File: src/day_number_date_converter_core_defines.svh
// ----------------------------------------------------------------------------
// day_number_date_converter_core_defines.svh
// assertion macros used by the date converter datapath
// ----------------------------------------------------------------------------
`ifndef DAY_NUMBER_DATE_CONVERTER_CORE_DEFINES_SVH
`define DAY_NUMBER_DATE_CONVERTER_CORE_DEFINES_SVH

// same-cycle implication, sampled on clk, off during rst
`define DNDC_ASSERT_IMP(name, ante, cons, msg) \
  name: assert property (@(posedge clk) disable iff (rst) (ante) |-> (cons)) \
    else $error(msg);

// next-cycle implication, sampled on clk, off during rst
`define DNDC_ASSERT_NEXT(name, ante, cons, msg) \
  name: assert property (@(posedge clk) disable iff (rst) (ante) |=> (cons)) \
    else $error(msg);

`endif

File: src/dndc_pkg.sv
// ----------------------------------------------------------------------------
// dndc_pkg
// types, constants and calendar functions for the day number date converter
// ----------------------------------------------------------------------------
package dndc_pkg;

  // field widths
  localparam int YEAR_W  = 14;
  localparam int MONTH_W = 4;
  localparam int DAY_W   = 5;
  localparam int DNUM_W  = 22;
  localparam int SECS_W  = 39;
  localparam int DIY_W   = 9;

  // calendar limits
  localparam int MAX_YEAR = 9999;
  localparam int MAX_DAY_NUMBER = 365 * (MAX_YEAR + 1) + (MAX_YEAR + 4) / 4
                                  - (MAX_YEAR + 100) / 100 + (MAX_YEAR + 400) / 400;
  localparam int SECS_PER_DAY = 24 * 60 * 60;

  // modulo counter wrap points for the leap rule
  localparam int CENTURY     = 100;
  localparam int QUAD_CENTURY = 400;

  // conversion kinds
  localparam logic KIND_DATE_TO_NUM = 1'b0;
  localparam logic KIND_NUM_TO_DATE = 1'b1;

  // month codes
  localparam logic [MONTH_W-1:0] MONTH_JAN = 4'd1;
  localparam logic [MONTH_W-1:0] MONTH_FEB = 4'd2;
  localparam logic [MONTH_W-1:0] MONTH_DEC = 4'd12;

  typedef struct packed {
    logic              kind;
    logic [YEAR_W-1:0]  year;
    logic [MONTH_W-1:0] month;
    logic [DAY_W-1:0]   day;
    logic [DNUM_W-1:0]  day_number;
  } req_t;

  typedef struct packed {
    logic              valid_res;
    logic [YEAR_W-1:0]  year_out;
    logic [MONTH_W-1:0] month_out;
    logic [DAY_W-1:0]   day_out;
    logic [DNUM_W-1:0]  day_count_out;
    logic [SECS_W-1:0]  seconds_out;
  } rsp_t;

  // controller to datapath
  typedef struct packed {
    logic load;
    logic year_step;
    logic month_step;
    logic add_day;
    logic scale;
    logic emit;
  } cmd_t;

  // datapath to controller
  typedef struct packed {
    logic bad_input;
    logic to_date;
    logic year_more;
    logic month_more;
    logic out_free;
  } sts_t;

  function automatic logic [DIY_W-1:0] days_in_year(input logic leap);
    days_in_year = leap ? 9'd366 : 9'd365;
  endfunction

  function automatic logic [DAY_W-1:0] days_in_month(input logic leap,
                                                     input logic [MONTH_W-1:0] month);
    unique case (month)
      4'd1, 4'd3, 4'd5, 4'd7, 4'd8, 4'd10, 4'd12: days_in_month = 5'd31;
      4'd4, 4'd6, 4'd9, 4'd11:                    days_in_month = 5'd30;
      MONTH_FEB:                                  days_in_month = leap ? 5'd29 : 5'd28;
      default:                                    days_in_month = 5'd0;
    endcase
  endfunction

endpackage

File: src/dndc_ctrl.sv
// ----------------------------------------------------------------------------
// dndc_ctrl
// sequencer: load, walk years, walk months, add day and scale (date to number only), hand off result
// ----------------------------------------------------------------------------
module dndc_ctrl (
  input  logic           clk,
  input  logic           rst,
  input  logic           req_valid,
  output logic           req_ready,
  input  dndc_pkg::sts_t sts,
  output dndc_pkg::cmd_t cmd
);

  localparam logic [2:0] S_IDLE  = 3'd0;
  localparam logic [2:0] S_YEAR  = 3'd1;
  localparam logic [2:0] S_MONTH = 3'd2;
  localparam logic [2:0] S_ADD   = 3'd3;
  localparam logic [2:0] S_MUL   = 3'd4;
  localparam logic [2:0] S_DONE  = 3'd5;

  logic [2:0] state;
  logic [2:0] state_next;

  assign req_ready = (state == S_IDLE);

  // next state and commands
  always_comb begin
    state_next = state;
    cmd        = '0;
    unique case (state)
      S_IDLE: begin
        if (req_valid) begin
          cmd.load   = 1'b1;
          state_next = S_YEAR;
        end
      end
      S_YEAR: begin
        priority if (sts.bad_input) begin
          state_next = S_DONE;
        end else if (sts.year_more) begin
          cmd.year_step = 1'b1;
        end else begin
          state_next = S_MONTH;
        end
      end
      S_MONTH: begin
        priority if (sts.month_more) begin
          cmd.month_step = 1'b1;
        end else if (sts.to_date) begin
          state_next = S_DONE;
        end else begin
          state_next = S_ADD;
        end
      end
      S_ADD: begin
        cmd.add_day = 1'b1;
        state_next  = S_MUL;
      end
      S_MUL: begin
        cmd.scale  = 1'b1;
        state_next = S_DONE;
      end
      S_DONE: begin
        if (sts.out_free) begin
          cmd.emit   = 1'b1;
          state_next = S_IDLE;
        end
      end
      default: begin
        state_next = S_IDLE;
      end
    endcase
  end

  // state register
  always_ff @(posedge clk) begin
    if (rst) begin
      state <= S_IDLE;
    end else begin
      state <= state_next;
    end
  end

endmodule

File: src/dndc_dp.sv
// ----------------------------------------------------------------------------
// dndc_dp
// year and month walker with running day total, leap counters, output register
// ----------------------------------------------------------------------------
`include "day_number_date_converter_core_defines.svh"

module dndc_dp (
  input  logic           clk,
  input  logic           rst,
  input  dndc_pkg::req_t req,
  input  dndc_pkg::cmd_t cmd,
  output dndc_pkg::sts_t sts,
  output logic           rsp_valid,
  input  logic           rsp_ready,
  output dndc_pkg::rsp_t rsp
);

  // latched request
  logic                          kind;
  logic [dndc_pkg::YEAR_W-1:0]   year_in;
  logic [dndc_pkg::MONTH_W-1:0]  month_in;
  logic [dndc_pkg::DAY_W-1:0]    day_in;
  logic                          bad;
  logic                          ok;

  // walk state
  logic [dndc_pkg::YEAR_W-1:0]   y;
  logic [dndc_pkg::MONTH_W-1:0]  m;
  logic [1:0]                    c4;
  logic [6:0]                    c100;
  logic [8:0]                    c400;
  logic [dndc_pkg::DNUM_W-1:0]   acc;
  logic [dndc_pkg::SECS_W-1:0]   secs;

  logic                          leap;
  logic [dndc_pkg::DNUM_W-1:0]   diy;
  logic [dndc_pkg::DNUM_W-1:0]   dim;
  logic                          req_bad;
  dndc_pkg::rsp_t                rsp_next;

  // leap rule from modulo counters tracking y
  assign leap = (c4 == 2'd0) && ((c100 != 7'd0) || (c400 == 9'd0));
  assign diy  = dndc_pkg::DNUM_W'(dndc_pkg::days_in_year(leap));
  assign dim  = dndc_pkg::DNUM_W'(dndc_pkg::days_in_month(leap, m));

  // range checks that need no walking
  always_comb begin
    if (req.kind == dndc_pkg::KIND_NUM_TO_DATE) begin
      req_bad = (req.day_number == '0) ||
                (req.day_number > dndc_pkg::DNUM_W'(dndc_pkg::MAX_DAY_NUMBER));
    end else begin
      req_bad = (req.year > dndc_pkg::YEAR_W'(dndc_pkg::MAX_YEAR)) ||
                (req.month < dndc_pkg::MONTH_JAN) || (req.month > dndc_pkg::MONTH_DEC) ||
                (req.day == '0);
    end
  end

  // status to controller
  always_comb begin
    sts.bad_input = bad;
    sts.to_date   = (kind == dndc_pkg::KIND_NUM_TO_DATE);
    if (kind == dndc_pkg::KIND_NUM_TO_DATE) begin
      sts.year_more  = (acc > diy);
      sts.month_more = (m != dndc_pkg::MONTH_DEC) && (acc > dim);
    end else begin
      sts.year_more  = (y != year_in);
      sts.month_more = (m != month_in);
    end
    sts.out_free = !rsp_valid || rsp_ready;
  end

  // request latch and walk registers
  always_ff @(posedge clk) begin
    if (cmd.load) begin
      kind     <= req.kind;
      year_in  <= req.year;
      month_in <= req.month;
      day_in   <= req.day;
      bad      <= req_bad;
      ok       <= 1'b1;
      y        <= '0;
      m        <= dndc_pkg::MONTH_JAN;
      c4       <= '0;
      c100     <= '0;
      c400     <= '0;
      acc      <= (req.kind == dndc_pkg::KIND_NUM_TO_DATE) ? req.day_number : '0;
    end
    // one year per cycle
    if (cmd.year_step) begin
      acc  <= (kind == dndc_pkg::KIND_NUM_TO_DATE) ? acc - diy : acc + diy;
      y    <= y + 1'b1;
      c4   <= c4 + 1'b1;
      c100 <= (c100 == 7'(dndc_pkg::CENTURY - 1)) ? '0 : c100 + 1'b1;
      c400 <= (c400 == 9'(dndc_pkg::QUAD_CENTURY - 1)) ? '0 : c400 + 1'b1;
    end
    // one month per cycle
    if (cmd.month_step) begin
      acc <= (kind == dndc_pkg::KIND_NUM_TO_DATE) ? acc - dim : acc + dim;
      m   <= m + 1'b1;
    end
    // day of month, with its bound check against the target month
    if (cmd.add_day) begin
      acc <= acc + dndc_pkg::DNUM_W'(day_in);
      ok  <= (day_in <= dndc_pkg::days_in_month(leap, month_in));
    end
    if (cmd.scale) begin
      secs <= {{(dndc_pkg::SECS_W-dndc_pkg::DNUM_W){1'b0}}, acc} *
              dndc_pkg::SECS_W'(dndc_pkg::SECS_PER_DAY);
    end
  end

  // response fields, all zero when invalid or unused by the kind
  always_comb begin
    rsp_next = '0;
    if (!bad && ok) begin
      rsp_next.valid_res = 1'b1;
      if (kind == dndc_pkg::KIND_NUM_TO_DATE) begin
        rsp_next.year_out  = y;
        rsp_next.month_out = m;
        rsp_next.day_out   = acc[dndc_pkg::DAY_W-1:0];
      end else begin
        rsp_next.day_count_out = acc;
        rsp_next.seconds_out   = secs;
      end
    end
  end

  // output register
  always_ff @(posedge clk) begin
    if (rst) begin
      rsp_valid <= 1'b0;
    end else if (cmd.emit) begin
      rsp_valid <= 1'b1;
    end else if (rsp_ready) begin
      rsp_valid <= 1'b0;
    end
  end

  always_ff @(posedge clk) begin
    if (cmd.emit) begin
      rsp <= rsp_next;
    end
  end

  `DNDC_ASSERT_IMP(a_year_bound, cmd.year_step, y < dndc_pkg::YEAR_W'(dndc_pkg::MAX_YEAR), "year walk past limit")
  `DNDC_ASSERT_IMP(a_month_bound, cmd.month_step, m < dndc_pkg::MONTH_DEC, "month walk past december")
  `DNDC_ASSERT_IMP(a_total_bound, cmd.scale, acc <= dndc_pkg::DNUM_W'(dndc_pkg::MAX_DAY_NUMBER), "day total out of range")
  `DNDC_ASSERT_IMP(a_day_nonzero, cmd.emit && !bad && (kind == dndc_pkg::KIND_NUM_TO_DATE), (acc != '0) && (acc <= dim), "day of month out of range")
  `DNDC_ASSERT_NEXT(a_emit_valid, cmd.emit, rsp_valid, "transfer not presented")

endmodule

File: src/day_number_date_converter_core.sv
// Date to number: walk years, walk months, add the day, scale to seconds, hand off;
// number to date: walk years and months, hand off. Bad requests go straight to hand off.
// Throughput: one item at a time, set by the year walker at one year per cycle;
// a new request is taken only after the last result has been handed off.
// Reset (rst, synchronous) returns the sequencer to idle and drops rsp_valid.
// ----------------------------------------------------------------------------
// day_number_date_converter_core
// proleptic gregorian date to day number and back, one year or month per cycle
// ----------------------------------------------------------------------------
module day_number_date_converter_core (
  input  logic           clk,
  input  logic           rst,
  input  logic           req_valid,
  output logic           req_ready,
  input  dndc_pkg::req_t req,
  output logic           rsp_valid,
  input  logic           rsp_ready,
  output dndc_pkg::rsp_t rsp
);

  dndc_pkg::cmd_t cmd;
  dndc_pkg::sts_t sts;

  // sequencer
  dndc_ctrl u_ctrl (
    .clk       (clk),
    .rst       (rst),
    .req_valid (req_valid),
    .req_ready (req_ready),
    .sts       (sts),
    .cmd       (cmd)
  );

  // walker and output register
  dndc_dp u_dp (
    .clk       (clk),
    .rst       (rst),
    .req       (req),
    .cmd       (cmd),
    .sts       (sts),
    .rsp_valid (rsp_valid),
    .rsp_ready (rsp_ready),
    .rsp       (rsp)
  );

endmodule
File: config.mk
export PLATFORM = sky130hd
export DESIGN_NAME = day_number_date_converter_core
export DESIGN_NICKNAME = d
export VERILOG_FILES = /design/src/dndc_pkg.sv /design/src/dndc_ctrl.sv /design/src/dndc_dp.sv /design/src/day_number_date_converter_core.sv
export VERILOG_INCLUDE_DIRS = /design/src /design/src/src
export SDC_FILE = /design/constraint.sdc
export NUM_CORES = 1
export LEC_CHECK = 0
export BUFFER_PORTS_ARGS = -buffer_cell sky130_fd_sc_hd__buf_4
export CORE_MARGIN = 3
export CORE_UTILIZATION = 30
export DETAILED_ROUTE_END_ITERATION = 12
export SYNTH_ARGS = -nofsm -noshare
export SYNTH_HDL_FRONTEND = slang
export SYNTH_SLANG_ARGS = --single-unit
File: constraint.sdc
create_clock -name clk -period 10.2 [get_ports clk]
set_clock_uncertainty 0.05 [all_clocks]
set_input_delay 0 -clock clk [delete_from_list [all_inputs] [get_ports clk]]
set_output_delay 0 -clock clk [all_outputs]
set_load 0.01 [all_outputs]
* Yosys cells after proc, flatten, opt, wreduce, memory -nomap -nowiden *
Index checks and enable logic that the tools add are counted.

operators by class
  $add $sub $neg = 10
  multipliers = 1
  order comparisons = 7
  equal/unequal tests = 38
  muxes and demuxes = 51
  bitwise logic cells = 1
  reductions and logical operators = 29

operators with widths
  operator                  number
  $mux W22                  7
  $mux W85                  1
  $mux W61                  1
  $add A22 B5 Y22           2
  $eq A4 B4 Y1 const B      10
  $eq A4 B3 Y1 const B      8
  $mul A22 B10 Y32 const B  1
  $pmux W5 S3               2
  $mux W14                  2
  $mux W9                   3
  $mux W23                  1
  $add A22 B9 Y22           1
  $gt A22 B22 Y1 const B    1
  $gt A22 B5 Y1             1
  $gt A22 B9 Y1             1
  $logic_not A22 Y1         1
  $sub A22 B5 Y22           1
  $sub A22 B9 Y22           1
  $mux W7                   3
  $mux W3                   6
  $pmux W3 S6               1
  $mux W1                   17
  $eq A4 B2 Y1 const B      4
  $add A14 B1 Y14 const B   1
  other kinds (38)          60

storage, ports and cells
  register bits after elaboration = 198
  output and inout port bits = 87

* Logic depth before layout (Yosys ltp) *
Gate-level depths: netlist of run 1.

  depth after elaboration = 14
  mapped depth = 19
  gate-level depth less buffers = 18

* By module *
Synthesis of run 1 repeated with hierarchy kept, for this count alone.

unflattened totals
  cell total of the unflattened synthesis = 1394
  area total of the unflattened synthesis = 14689.1 sq um

modules (own cells, without submodules)
  module     instances  cells each  area an instance (sq um)  sequential area each (sq um)
  dndc_dp    1          1361        14403.8                   5845.6
  dndc_ctrl  1          33          285.3                     60.1

* Worst setup path before layout of run 1 *
OpenSTA, ideal clock, no wires.

  kind = register to register
  start point = register u_dp.acc[1] in the netlist's numbering
  end point = register u_dp.secs[37] in the netlist's numbering (data pin)
  arrival time = 4658 ps
  data required time = 9889 ps
  path slack = 5231 ps
  stages on the path, launching flop included = 18
  buffers on the path = 0
  period minus slack after synthesis = 4969 ps
  cell sequence = edfxtp_1 -> ha_1 -> inv_1 -> fa_1 -> inv_1 -> fa_1 -> ha_1 -> inv_1 -> fa_1 -> inv_1 -> ha_1 -> nand3_1 -> a211oi_1 -> a21oi_1 -> a31o_2 -> a2111oi_2 -> nor4b_1 -> a311o_1

between the ends
  longest elaborated chain between the ends = 1

ends and longest elaborated chain
  what                    line            text
  from (decl)             dndc_dp.sv:32   logic [dndc_pkg::DNUM_W-1:0] acc;
  from (signal assigned)  dndc_dp.sv:86   acc <= (req.kind == dndc_pkg::KIND_NUM_TO_DATE) ? req.day_number : '0;
  from (signal assigned)  dndc_dp.sv:90   acc <= (kind == dndc_pkg::KIND_NUM_TO_DATE) ? acc - diy : acc + diy;
  from (signal assigned)  dndc_dp.sv:98   acc <= (kind == dndc_pkg::KIND_NUM_TO_DATE) ? acc - dim : acc + dim;
  $mul A22 B10 Y32        dndc_dp.sv:107  secs <= {{(dndc_pkg::SECS_W-dndc_pkg::DNUM_W){1'b0}}, acc} *
  to (signal assigned)    dndc_dp.sv:107
  to (decl)               dndc_dp.sv:33   logic [dndc_pkg::SECS_W-1:0] secs;

Every way passes these cells.
A chain may end at the register's enable or synchronous reset.

* Worst setup path in the final report of run 1 *
  start point = register u_dp.acc[11] in the netlist's numbering
  end point = register u_dp.secs[37] in the netlist's numbering (data pin)

Same word-level chain as after synthesis.

==> results.toml, run 1 <==
[setup_path]
cp_slowest_stage_delay_ps = 830
slowest_stage = "edfxtp_1"
rr_endpoint = "u_dp.secs[37]"
r2r_cells = 16
cp.required_ps = 10360
path_delay_family = "adder cells"
cp_cell_sequence = "ha_1 -> fa_1 -> fa_1 -> ha_1 -> inv_1 -> fa_1 -> inv_1 -> ha_1 -> and3_1 -> o21ai_0 -> a21oi_1 -> nand3_1 -> a31o_2 -> a2111oi_2 -> nor4b_1 -> a311o_1"
criticalPathCategory = "reg2reg"
end_kind = "flip-flop"
startpoint_type = "flip-flop"
crit_start = "u_dp.acc[11]"
cp_num_buf_inv = 2
r2r_setup_slack_ps = 4750
r2r_start = "u_dp.acc[11]"
cp_data_arrival_time_ps = 5610
cp_max_fo = 15

[grt]
track_usage_pct = 15.9
use_met2_pct = 25.3
grt_pass1_vias = 11400
gr-usage-met3_pct = 3.07
antenna_found_initial = 0
met1_usage_pct = 22.3
grt_max_degree = 79
busiest_layer = "met2"
grt_remaining_overflow = 0
grt_pass1_wl_microns = 64200

[logic_synthesis]
synthDominantCellAreaShare_pct = 39.6
avgSynthCellArea_sq_um = 10.2
async_flop_share_pct = 0
ys_seq_area_share_pct = 40.2
synth_largest_area_cell = "edfxtp_1"
synth_edf_count = 194
ys_seq_elements = 198
synth_cell_types = 78
synth_warnings = 0
yosys-top-cells-area = "edfxtp_1 40%, ha_1 12%, fa_1 7.1%"
syn_inst = 1437
syn-cell-area_sq_mm = 0.0147
synth_ff_type = "edfxtp_1"

[placement]
dp_hpwl_microns = 29700
place.gp.congestion = 0.862
portBuffers = 129
placed_cells = 2135

[hold_path]
worstHoldStart = "req[2]"
holdPathEnd = "u_dp.acc[2]"
hold_depth = 3
hold_path.class = "in2reg"

[timing]
fin_crit_ps = 5450
rsz0062_at_grt = "false"
setup_violations = 0
slew_violations = 0
fin_crit_sh_pct = 53.5
worst_slew_pin_slew_ps = 976
tns_ps = 0
relSlewSlack_pct = 34.8
hold_violations = 0
max_freq_mhz = 183

[cells_and_area]
final_nets = 1823
n_antenna_cell = 0
drive_gt1_share_pct = 12.6
final_common_cell = "edfxtp_1"
syn_to_final_growth_pct = 17.7
layout_common_cells = "194 x edfxtp_1, 147 x inv_1, 144 x buf_4, 143 x ha_1, 116 x nor2_1"
fin_cells = 2205

[route]
wirelength_microns = 40700
antenna_left = 0
drc = 0
avgViaCountPerCell = 5.18
wire_per_inst_microns = 18.4
vias = 11400
initialDrtViolationCount = 947
dr.pass1.iters = 5

[clocking]
cts_max_path_buffers = 2
clk_latency_ps = 470
cts_buffers = 17
cts-root-buf = "clkbuf_16"
clk_transition_reported_paths_ps = 90
clock-sinks = 198
cts_tree = "built"
ctsHtreeMaxLevel = 4

[die]
core_region_area_sq_mm = 0.0480
rows = 80
start_util_pct = 30.6
die_width_microns = 227
num_io_pins = 137
dieArea_sq_mm = 0.0517
die_h_microns = 227

[run_status]
status = "finished clean"

[job]
cap_violations = 0
## synthesized netlist by cell type (10+ instances only)
master / number
a21o_1: 13
a21oi_1: 66
a31oi_1: 18
and3_1: 96
buf_2: 11
clkbuf_1: 42
edfxtp_1: 194
fa_1: 52
ha_1: 143
inv_1: 147
nand2_1: 68
nand2b_1: 11
nand3_1: 60
nand4_1: 15
nor2_1: 117
nor2b_1: 13
nor3_1: 27
nor4_1: 14
o211ai_1: 11
o21a_1: 10
o21ai_0: 52
xnor2_1: 54
xor2_1: 39
## worst register-to-register path, cell delays in order (launching register included)
cell,delay (ps)
edfxtp_1,830
ha_1,390
fa_1,530
fa_1,420
ha_1,290
inv_1,50
fa_1,490
inv_1,40
ha_1,360
and3_1,250
o21ai_0,110
a21oi_1,200
nand3_1,100
a31o_2,280
a2111oi_2,370
nor4b_1,110
a311o_1,330
## layer usage
layer	routed length (microns)	share of wire (%)	vias to the layer above
li1	-	-	5460
met1	19400	48	5569
met2	18200	45	343
met3	2340	5.8	47
met4	708	1.7	0
met5	0	0	-
## kinds of logic after synthesis
logic type | count (synthesis) | synth area share, %
adder cells (fa/ha/maj) | 195 | 19.2
buffers and inverters | 215 | 6.04
multiplexers | 8 | 0.545
AND/OR/NAND/NOR | 453 | 15.7
XOR/XNOR | 93 | 5.54
flip-flops | 198 | 40.2
AO/OA/AOI/OAI | 274 | 12.8
other | 1 | 0.0255
## registers in the layout, summed over array words and instances, names as in the netlist
register,flops
u_dp.rsp_valid,1
u_dp.rsp,78
u_dp.year_in,14
u_dp.m,4
u_dp.c100,7
u_dp.bad,1
u_dp.day_in,5
u_dp.y,14
u_dp.acc,22
u_dp.ok,1
u_dp.month_in,4
u_dp.secs,32
u_dp.c400,9
u_ctrl.state,3
u_dp.c4,2
u_dp.kind,1
## worst max path at each step
stage	endpoint	depth (start not counted)
global route	u_dp.secs[35]	17
floorplan	u_dp.secs[37]	17
CTS	u_dp.secs[37]	17
finish	u_dp.secs[37]	16
global placement	u_dp.secs[37]	17
detailed placement	u_dp.secs[37]	17
## cell type report
class                      instances  area (sq um)
fill                            4796         30700
multi-input combinational       1030          7970
sequential                       198          5910
timing repair buffer             183          1470
tap                              615           769
inverter                         148           556
clock buffer                      17           425
clock inverter                    14           211
## stage by stage
| step | instance area, sq um | hold WS (ps) | setup slack [ps] | utilization [%] |
|---|---|---|---|---|
| 2_1_floorplan | 14700 | 19.1 | 5230 | - |
| 3_3_place_gp | 16300 | 130 | 4860 | 33.9 |
| 3_5_place_dp | 16300 | 130 | 4770 | 33.9 |
| 4_1_cts | 17300 | 4.15 | 4750 | 36.0 |
| 5_1_grt | 17300 | 46.8 | 4390 | 36.0 |
| 6_report | 17300 | 27.8 | 4750 | 36.0 |
## timing repair
item	CTS	global route
gates resized for setup	0	0
endpoints found under the hold margin	41	0
buffers inserted	0	0
hold buffers	39	0
Power of run 1 is left out: the tool's default activity adds up to more than one toggle a clock period on the data nets, which glitch-free logic cannot reach.
==> inputs of run 2 (changes only) <==
==> constraint.sdc (replaced) <==
create_clock -name clk -period 4.6 [get_ports clk]
set_clock_uncertainty 0.05 [all_clocks]
set_input_delay 0 -clock clk [delete_from_list [all_inputs] [get_ports clk]]
set_output_delay 0 -clock clk [all_outputs]
set_load 0.01 [all_outputs]
==> run 2 against run 1 <==
The run now ends with setup timing left. Flip-flop and latch count stayed put. Hold slack better by 10 ps. Fmax is 13% higher. Worst setup slack worse by 5000 ps. Critical path type unchanged. Critical endpoint unchanged. Highest routed layer unchanged.
==> results.toml, run 2 (synthesis results as in run 1) <==
[run_status]
status = "finished with violations"
violations = "setup timing"

[cells_and_area]
stdcell_area_sq_mm = 0.0184
largest_reg_flops = 78
reg_top3 = "u_dp.rsp: 78 flops, u_dp.secs: 32 flops, u_dp.acc: 22 flops"
layout_common_cells = "234 x buf_4, 194 x edfxtp_1, 135 x inv_1, 123 x ha_1, 115 x nor2_1"
syn_to_final_growth_pct = 25.0
n_antenna_cell = 0
top_register = "u_dp.rsp"
final_common_cell = "buf_4"
drive_gt1_share_pct = 21.4
final_nets = 1913

[route]
antenna_left = 0
dr.pass1.iters = 5
initialDrtViolationCount = 915
wirelength_microns = 41800
drc = 0
wire_per_inst_microns = 18.2
vias = 11800
avgViaCountPerCell = 5.14

[timing]
slew_violations = 0
setup_violations = 6
fin_crit_ps = 4830
layout_setup_ws_ps = -232
max_freq_mhz = 207
fin_crit_sh_pct = 105
rsz0062_at_grt = "true"
worst_slew_pin_slew_ps = 1050
relSlewSlack_pct = 29.9
hold_violations = 0

[job]
cap_violations = 0

[grt]
grt_remaining_overflow = 0
grt_max_degree = 79
grt_pass1_wl_microns = 65200
track_usage_pct = 16.3
antenna_found_initial = 0
grt_pass1_vias = 11700

[placement]
portBuffers = 129
place.gp.congestion = 0.907
dp_hpwl_microns = 31500
dpl_cell_area_sq_mm = 0.0171

[clocking]
clock-sinks = 198
cts_tree = "built"
cts_max_path_buffers = 2
ctsHtreeMaxLevel = 4
cts_buffers = 17
clk_latency_ps = 460
clk_transition_reported_paths_ps = 80
cts-root-buf = "clkbuf_16"

[setup_path]
end_kind = "flip-flop"
cp_max_fo = 5
cp_data_arrival_time_ps = 5000
endpoint = "u_dp.secs[37]"
cp.required_ps = 4760
rr_endpoint = "u_dp.secs[37]"
r2r_setup_slack_ps = -230
crit_start = "u_dp.acc[5]"
r2r_cells = 15
startpoint_type = "flip-flop"
r2r_start = "u_dp.acc[5]"
criticalPathCategory = "reg2reg"

[die]
core_region_area_sq_mm = 0.0480
die_h_microns = 227
die_width_microns = 227
start_util_pct = 30.6
dieArea_sq_mm = 0.0517
rows = 80
num_io_pins = 137

[hold_path]
hold_path.class = "in2reg"
run 2: worst max-delay path: stages, from the launching register on:
cell and delay (ps):
edfxtp_1 510, ha_4 270, fa_1 610, fa_1 480, ha_1 310, inv_1 50, fa_1 490, inv_1 60
ha_4 300, nand3_2 90, a211oi_2 180, a21oi_2 110, a31o_4 260, a2111oi_4 400, nor4b_2 110, a311o_1 290
run 2: how the worst min path moves through the flow:
stage	cells past startpoint	end	from
6_report	3	u_dp.ok	req_valid
5_1_grt	3	u_dp.acc[6]	req[6]
3_3_place_gp	1	u_dp.year_in[3]	req[34]
3_5_place_dp	1	u_dp.year_in[3]	req[34]
4_1_cts	3	u_dp.acc[6]	req[6]
2_1_floorplan	1	u_ctrl.state[0]	rst
run 2: what timing repair did:
item,in CTS,in global routing
endpoints found under the hold margin,31,0
pin swaps,24,23
hold buffers,29,0
resized for setup,20,36
setup buffers,10,4
endpoints found under the setup margin,8,36
cloned,0,0
run 2: area by class of cell:
cell class	instances	area [sq um]
fillers	4751	29700
clock buffers	17	425
well taps	615	769
flip-flops and latches	198	5910
multi-input cells	1030	8370
repair buffers	273	2190
clock inverters	15	159
inverters	148	556
run 2: metrics by stage:
| step | hold slack [ps] | util (%) | TNS, ps | cells | setup slack [ps] |
|---|---|---|---|---|---|
| 2_1_floorplan | 19.1 | - | -96.2 | 1443 | -96.2 |
| 3_3_place_gp | 131 | 35.6 | -156 | 2222 | -105 |
| 3_5_place_dp | 130 | 35.6 | -1050 | 2222 | -224 |
| 4_1_cts | 1.55 | 37.9 | -272 | 2293 | -103 |
| 5_1_grt | 21.6 | 38.2 | -1870 | 2296 | -373 |
| 6_report | 38.1 | 38.2 | -518 | 2296 | -232 |
run 2: metal layers:
layer  vias up  routed length [microns]  GRT usage, %
met1      5775                    19700          23.0
met3        40                     2260          2.36
met2       345                    19200          26.1
met4         0                      713          4.57
li1       5642                        -             -
met5         -                        0             0
Power of run 2 is left out for the same reason.
==> inputs of run 3 (changes only) <==
--- a/config.mk
+++ b/config.mk
@@ -10,6 +10,7 @@
 export CORE_MARGIN = 3
 export CORE_UTILIZATION = 30
 export DETAILED_ROUTE_END_ITERATION = 12
+export PLACE_DENSITY_LB_ADDON = 0.2
 export SYNTH_ARGS = -nofsm -noshare
 export SYNTH_HDL_FRONTEND = slang
 export SYNTH_SLANG_ARGS = --single-unit
==> run 3 against run 2 <==
The run still ends with setup timing left. Fmax increased by 2.8%. Global-route usage increased by 0.44 points. Core utilization increased by 0.21 points. Die area unchanged. Worst setup slack improved by 130 ps. Critical endpoint unchanged. Largest cell class unchanged. Final cell count increased by 0.70%. Register-to-register slack improved by 130 ps. Highest routed layer unchanged.
==> results.toml, run 3 (synthesis results as in run 1) <==
[run_status]
status = "finished with violations"
violations = "setup timing"

[clocking]
ctsHtreeMaxLevel = 4
clock-sinks = 198
cts_max_path_buffers = 2
clk_transition_reported_paths_ps = 70
cts_tree = "built"
clk_latency_ps = 460
cts_buffers = 17
cts-root-buf = "clkbuf_16"

[placement]
dp_hpwl_microns = 31800
place.gp.congestion = 0.905
placed_cells = 2232
portBuffers = 129

[cells_and_area]
top_register = "u_dp.rsp"
reg_top3 = "u_dp.rsp: 78 flops, u_dp.secs: 32 flops, u_dp.acc: 22 flops"
n_antenna_cell = 0
final_nets = 1930
largest_reg_flops = 78
drive_gt1_share_pct = 22.5
fin_cells = 2312
layout_common_cells = "249 x buf_4, 194 x edfxtp_1, 129 x inv_1, 123 x ha_1, 115 x nor2_1"
syn_to_final_growth_pct = 25.7
final_common_cell = "buf_4"

[die]
start_util_pct = 30.6
core_region_area_sq_mm = 0.0480
die_h_microns = 227
rows = 80
dieArea_sq_mm = 0.0517
die_width_microns = 227
num_io_pins = 137

[route]
vias = 11700
initialDrtViolationCount = 837
dr.pass1.iters = 6
drc = 0
avgViaCountPerCell = 5.06
antenna_left = 0
wire_per_inst_microns = 18.3
wirelength_microns = 42200

[grt]
grt_pass1_vias = 11700
grt_pass1_wl_microns = 66600
grt_max_degree = 79
track_usage_pct = 16.7
antenna_found_initial = 0
grt_remaining_overflow = 0

[setup_path]
r2r_start = "u_dp.acc[3]"
r2r_setup_slack_ps = -100
criticalPathCategory = "reg2reg"
cp_data_arrival_time_ps = 4860
cp_max_fo = 3
end_kind = "flip-flop"
r2r_cells = 18
startpoint_type = "flip-flop"
crit_start = "u_dp.acc[3]"
cp.required_ps = 4760
endpoint = "u_dp.secs[37]"
rr_endpoint = "u_dp.secs[37]"

[timing]
layout_setup_ws_ps = -102
fin_crit_sh_pct = 102
timing.hold.ws_ps = 10.3
rsz0062_at_grt = "true"
slew_violations = 0
worst_slew_pin_slew_ps = 1050
hold_violations = 0
fin_crit_ps = 4700
setup_violations = 4
max_freq_mhz = 213
relSlewSlack_pct = 30.1

[job]
cap_violations = 0

[hold_path]
hold_path.class = "in2reg"
## run 3: area by class of cell
type | instances | area (sq um)
clock buffer | 17 | 425
clock inverter | 14 | 136
fill | 4789 | 29600
inverter | 148 | 556
multi-input combinational | 1030 | 8370
sequential | 198 | 5910
tap | 615 | 769
timing repair buffer | 290 | 2320
## run 3: what timing repair did
action | 4_1_cts | 5_1_grt
endpoints found under the hold margin | 33 | 0
hold buffers | 31 | 0
setup buffers | 13 | 7
endpoints found under the setup margin | 8 | 14
pin swaps | 29 | 28
gates resized for setup | 31 | 31
## run 3: critical path, cell delays in order, from the launching register on
cell	delay (ps)
edfxtp_1	440
buf_6	160
ha_4	250
inv_2	30
fa_1	430
inv_1	80
fa_2	450
ha_4	280
inv_2	30
fa_1	500
inv_2	50
ha_4	260
nand3_2	60
a211oi_2	240
a21oi_2	110
a31o_4	270
a2111oi_4	370
nor4b_2	90
a311o_1	280
## run 3: layer usage
metal	part of all wire (%)	track usage [%]	up-vias
li1	-	-	5667
met1	49	24.2	5650
met2	44	25.8	337
met3	5.4	2.51	41
met4	1.7	5.02	0
met5	0	0	-
## run 3: how the worst min path moves through the flow
stage	endpoint	start	cells after the start
floorplan	u_ctrl.state[0]	rst	1
CTS	u_dp.acc[20]	req[20]	4
detailed placement	u_dp.year_in[2]	req[33]	1
global placement	u_dp.year_in[2]	req[33]	1
global route	u_dp.bad	req[9]	4
finish	u_dp.bad	req[9]	4
## run 3: metrics by stage
step	TNS (ps)	area [sq um]	setup WS, ps	utilization (%)
floorplan	-96.2	14900	-96.2	-
global placement	-446	17200	-144	35.8
detailed placement	-1110	17200	-239	35.8
CTS	-371	18300	-106	38.2
global route	-1360	18500	-270	38.5
finish	-246	18500	-102	38.5
Power of run 3 is left out for the same reason.
